### config.mk
export PLATFORM = sky130hd
export DESIGN_NAME = csa_stage
export DESIGN_NICKNAME = d
export VERILOG_FILES = /design/src/design/checked_signed_alu_defines.svh /design/src/design/csa_pkg.sv /design/src/design/csa_stage.sv
export SDC_FILE = /design/constraint.sdc
export NUM_CORES = 1
export LEC_CHECK = 0
export BUFFER_PORTS_ARGS = -buffer_cell sky130_fd_sc_hd__buf_2
export CAP_MARGIN = 20
export CORE_AREA = 2 2 158 160
export CTS_CLUSTER_SIZE = 30
export DETAILED_ROUTE_END_ITERATION = 10
export DIE_AREA = 0 0 160 162
export SKIP_CTS_REPAIR_TIMING = 1
export SYNTH_ARGS = -nofsm -noshare
export SYNTH_HDL_FRONTEND = slang
export SYNTH_SLANG_ARGS = --single-unit
### constraint.sdc
create_clock -name clk -period 3.2 [get_ports clk]
set_clock_uncertainty 0.1 [all_clocks]
set_input_delay 0.32 -clock clk [delete_from_list [all_inputs] [get_ports clk]]
set_output_delay 0.32 -clock clk [all_outputs]
set_load 0.02 [all_outputs]
### src/design/checked_signed_alu_defines.svh
// ----------------------------------------------------------------------------
// checked signed alu assertion macros
// shared property wrappers for the pipeline checks
// ----------------------------------------------------------------------------
`ifndef CHECKED_SIGNED_ALU_DEFINES_SVH
`define CHECKED_SIGNED_ALU_DEFINES_SVH

// checked property, off while reset is high
`define CSA_ASSERT(label, clk, rst, prop, msg) \
  label: assert property (@(posedge clk) disable iff (rst) prop) else $error(msg);

// checked property that also holds through reset
`define CSA_ASSERT_ALWAYS(label, clk, prop, msg) \
  label: assert property (@(posedge clk) prop) else $error(msg);

`endif

### src/design/csa_pkg.sv
// ----------------------------------------------------------------------------
// csa_pkg
// widths, operation codes and pipeline stage record of the checked alu
// ----------------------------------------------------------------------------
package csa_pkg;

  localparam int W  = 32;
  // s0 raw, s1 prep, W divide steps
  localparam int NS = W + 2;

  localparam logic [2:0] OP_ADD = 3'd0;
  localparam logic [2:0] OP_SUB = 3'd1;
  localparam logic [2:0] OP_MUL = 3'd2;
  localparam logic [2:0] OP_DIV = 3'd3;
  localparam logic [2:0] OP_REM = 3'd4;

  localparam logic [W-1:0] SMIN = {1'b1, {(W-1){1'b0}}};
  localparam logic [W-1:0] SMAX = {1'b0, {(W-1){1'b1}}};

  typedef struct packed {
    logic [2:0]     cmd;
    logic           a_neg;
    logic           b_neg;
    logic           err;
    logic [W-1:0]   sum;
    logic [2*W-1:0] prod;
    logic [W-1:0]   rem;
    logic [W-1:0]   quo;
    logic [W-1:0]   mb;
  } stage_t;

  // one restoring divide step
  function automatic stage_t div_step(input stage_t s);
    logic [W:0] sh;
    logic [W:0] diff;
    stage_t     o;
    o    = s;
    sh   = {s.rem, s.quo[W-1]};
    diff = sh - {1'b0, s.mb};
    if (!diff[W]) begin
      o.rem = diff[W-1:0];
      o.quo = {s.quo[W-2:0], 1'b1};
    end else begin
      o.rem = sh[W-1:0];
      o.quo = {s.quo[W-2:0], 1'b0};
    end
    return o;
  endfunction

endpackage

### src/design/csa_stage.sv
// ----------------------------------------------------------------------------
// csa_stage
// one pipeline register carrying the record and doing one divide step
// ----------------------------------------------------------------------------
module csa_stage (
  input  logic            clk,
  input  logic            rst,
  input  logic            adv,
  input  logic            in_valid,
  input  csa_pkg::stage_t in_st,
  output logic            valid,
  output csa_pkg::stage_t st
);

  always_ff @(posedge clk) begin
    if (rst) begin
      valid <= 1'b0;
    end else if (adv) begin
      valid <= in_valid;
    end
  end

  always_ff @(posedge clk) begin
    if (adv) begin
      st <= csa_pkg::div_step(in_st);
    end
  end

endmodule

* Word level (Yosys, flattened, before mapping) *
Index checks and enable logic that the tools add are counted.

cells by class
  mux-type cells = 1
  $add $sub $neg = 1

operators by type and width
  kind              count
  $mux W64          1
  $sub A33 B32 Y33  1

storage, ports and cells
  logic and storage cells = 12
  output and inout port bits = 199
  input bits = 202
  register bits after elaboration = 199

* Longest topological paths before layout *
  depth after elaboration = 2
  gate-level depth with buffers = 12
  mapped depth without buffers = 11

* Least setup slack after synthesis *
Ideal clock, no wire load.

  path type = in2reg
  from = input in_st[63] (netlist name)
  to = register st[68] (netlist name) (data pin)
  arrival = 2.577 ns
  buffers on the path = 1
  required time = 2.840 ns
  setup slack = 0.263 ns
  stages on the path = 12
  library setup time = 0.260 ns
  cell sequence = inv_1 > ha_1 > fa_1 > nand2b_1 > a21oi_1 > o211ai_1 > a21oi_1 > o31a_2 > mux2i_1 > nor2_2 > buf_6 > mux2_4

between the ends
  word-level cells in the longest chain between the ends = 2

RTL lines
  what                  line             source
  start, declared       csa_stage.sv:10  input csa_pkg::stage_t in_st,
  $sub A33 B32 Y33      csa_pkg.sv:39    diff = sh - {1'b0, s.mb};
  $mux W64              csa_pkg.sv:40    if (!diff[W]) begin
  end signal, assigned  csa_stage.sv:25  st <= csa_pkg::div_step(in_st);
  end, declared         csa_stage.sv:12  output csa_pkg::stage_t st

Every way passes these cells.
A chain may end at the register's enable or synchronous reset.

* Worst setup path in the final report *
  from = input in_st[21] (netlist name)
  to = register st[95] (netlist name) (data pin)

The elaborated chain is that of the path after synthesis.

==> results.toml <==
[run_status]
outcome = "complete, no violations"

[sta]
period_needed_ns = 3.11
fmax_ghz = 0.321
relSlewSlack_pct = 53.7
maxSlewViolCount = 0
rsz0062_at_grt = "false"
tns_ns = 0
setup_viol = 0
hold_violations = 0
setup_ws_ns = 0.0889
post-route-period-util_pct = 97.2
worstMarginPinSlew_ns = 0.695

[place]
port_buffers = 400
place_inst = 1280
dp_slack_ns = -0.109
globalplace.congestion = 0.868
dpl.hpwl_um = 21200

[synthesis]
synthCells = 545
ys_seq_elements = 199
yosysSeqAreaShare_pct = 70.4
ys.flop_type = "edfxtp_1"
yosys_warnings = 0
syn_avg_cell_area_sq_um = 15.5
async_reset_ff_share_pct = 0
syn_area_sq_mm = 0.00847
synth_edf_count = 198
synth_nets = 780
synth.distinct_cells = 50

[setup_path]
timing.rr.start = "valid"
r2r_setup_slack_ns = 2.44
worstSetupStartpoint = "in_st[21]"
critPathMaxFanout = 11
end_kind = "register"
worstRegToRegCells = 2
endpoint = "st[95]"
required_ns = 3.29
r2r-end = "valid"
critPathKind = "input pin to register"
cp-start-kind = "input pin"
arrival_ns = 3.20

[clock_network]
clock_latency_ns = 0.43
cts_root_buf = "clkbuf_16"
htreeDepth = 4
clkTransAtPathRegs_ns = 0.08
cts_buffer_depth = 2
cts_buffers = 17
cts_tree = "yes"
cts.sinks = 199

[final_layout]
nets = 1375
final_cells = 1482
drive_gt1_share_pct = 42.3
area_growth_pct = 57.4

[global_routing]
grt_max_degree = 82
grt_overflow = 0
grt_pass1_vias = 6064
antenna_found_initial = 9
grt_pass1_wl_um = 37800
grt_use_total_pct = 19.7

[detailed_routing]
vias_per_cell = 4.69
vias = 6950
wire_per_inst_um = 19.4
totalWireLength_um = 28700
drt-initial-drc-count = 578
first_pass_iters = 5
drc_errors = 0
antenna_left = 0

[flow_run]
cap_violations = 0

[floorplan]
die_w_um = 160
die_h_um = 162
coreArea_sq_mm = 0.0241
initial_core_util_pct = 35.2
ios = 401
die-area_sq_mm = 0.0259
fp-row-count = 57

[power_and_ir_drop]
powerDensity_mw_per_mm2 = 527
p_leak_nw = 5.93
ir_drop_v = 0.000248

[min_path]
hold_class = "input pin to register"
## synth_stat cells, drive strengths merged (2+ instances only)
cell type / instances / area share, %
buf: 5 / 0.59
a21oi: 39 / 2.3
nand4: 6 / 0.44
o211ai: 6 / 0.53
and4: 3 / 0.31
xnor2: 13 / 1.3
nand2: 27 / 1.2
o31ai: 2 / 0.18
a21bo: 3 / 0.35
and2: 3 / 0.22
nand3: 10 / 0.59
a211oi: 3 / 0.27
and3: 4 / 0.30
o21ai: 18 / 1.1
o21a: 5 / 0.44
nand3b: 2 / 0.18
nor4b: 2 / 0.21
nor4: 2 / 0.15
edfxtp: 198 / 70
inv: 38 / 1.7
mux2: 28 / 4.8
xor2: 10 / 1.0
nor2: 20 / 0.92
mux2i: 6 / 0.71
nand2b: 8 / 0.59
o21bai: 5 / 0.44
nor3: 4 / 0.24
clkbuf: 6 / 0.28
or3: 2 / 0.15
a21o: 18 / 1.6
ha: 32 / 4.7
nor2b: 5 / 0.37
## worst min path at each step
stage | start | end | slack [ns] | depth (start not counted)
finish | in_st[1] | st[1] | 0.02 | 1
global route | in_st[1] | st[1] | 0.007 | 1
detailed placement | rst | valid | 0.38 | 2
CTS | rst | valid | -0.08 | 2
floorplan | rst | valid | 0.29 | 1
global placement | rst | valid | 0.39 | 2
## cells in the final DEF (no fill, tap or decap), drive strengths merged, types with 4 or more instances in the layout
| cell | count |
|---|---|
| clkbuf | 19 |
| dlygate4sd3 | 165 |
| nor3 | 4 |
| nand2 | 27 |
| xnor2 | 13 |
| diode | 5 |
| o21bai | 5 |
| clkinv | 8 |
| nand2b | 8 |
| o21ai | 18 |
| o211ai | 6 |
| nor2 | 20 |
| buf | 421 |
| ha | 32 |
| mux2 | 28 |
| a21o | 18 |
| nand3 | 10 |
| xor2 | 10 |
| a21oi | 39 |
| inv | 43 |
| nand4 | 6 |
| o21a | 5 |
| and3 | 4 |
| edfxtp | 198 |
| mux2i | 6 |
| nor2b | 5 |
## area by class of cell
| cell class | count | area, sq um |
|---|---|---|
| diodes | 5 | 12.5 |
| clock buffers | 18 | 429 |
| clock inverters | 14 | 184 |
| fillers | 2059 | 10800 |
| inverters | 38 | 143 |
| multi-input cells | 297 | 2300 |
| flip-flops and latches | 199 | 5970 |
| well taps | 324 | 405 |
| repair buffers | 587 | 3900 |
## power breakdown
group          total [mW]  internal (mW)  leakage [nW]  switching (mW)
Sequential           3.20           3.15          1.95          0.0587
Clock                2.22           1.13         0.296            1.10
Combinational        1.60          0.706          3.69           0.892
## worst max-delay path: stages
cell	delay (ns)
dlygate4sd3_1	0.53
buf_2	0.11
inv_1	0.04
ha_1	0.29
a21o_1	0.20
a21o_1	0.19
a21o_1	0.21
o31a_2	0.37
mux2i_1	0.16
nor2_4	0.23
buf_12	0.19
mux2_2	0.34
## routing by layer
metal | share of wire (%) | GRT usage [%] | vias to the layer above
li1 | - | - | 3255
met1 | 40 | 23.2 | 3369
met2 | 50 | 33.8 | 267
met3 | 6.7 | 7.33 | 51
met4 | 2.9 | 6.22 | 8
met5 | 0.16 | 0 | -
## through the flow
| stage | hold slack [ns] | instance area (sq um) | power (mW) | util, % |
|---|---|---|---|---|
| detailed placement | 0.383 | 11100 | 4.69 | 45.9 |
| global route | 0.00666 | 13300 | 7.30 | 55.3 |
| global placement | 0.385 | 11100 | 4.67 | 45.9 |
| floorplan | 0.292 | 8470 | 4.08 | - |
| finish | 0.0231 | 13300 | 7.03 | 55.3 |
| CTS | -0.0793 | 11700 | 6.92 | 48.4 |
## registers in the layout, indices dropped and copies added, names as in the netlist
name	count
valid	1
st	198
## cells by family after synthesis
| group | after synthesis | share of synthesized area, % |
|---|---|---|
| DFF | 199 | 70.4 |
| AOI/OAI and AO/OA | 107 | 8.08 |
| and+or+nand+nor | 100 | 6.08 |
| buffers and inverters | 49 | 2.55 |
| muxes | 34 | 5.54 |
| adders and majority gates | 33 | 4.96 |
| xor gates and xnor gates | 23 | 2.38 |
No activity file was read; power rests on OpenSTA's default activity.
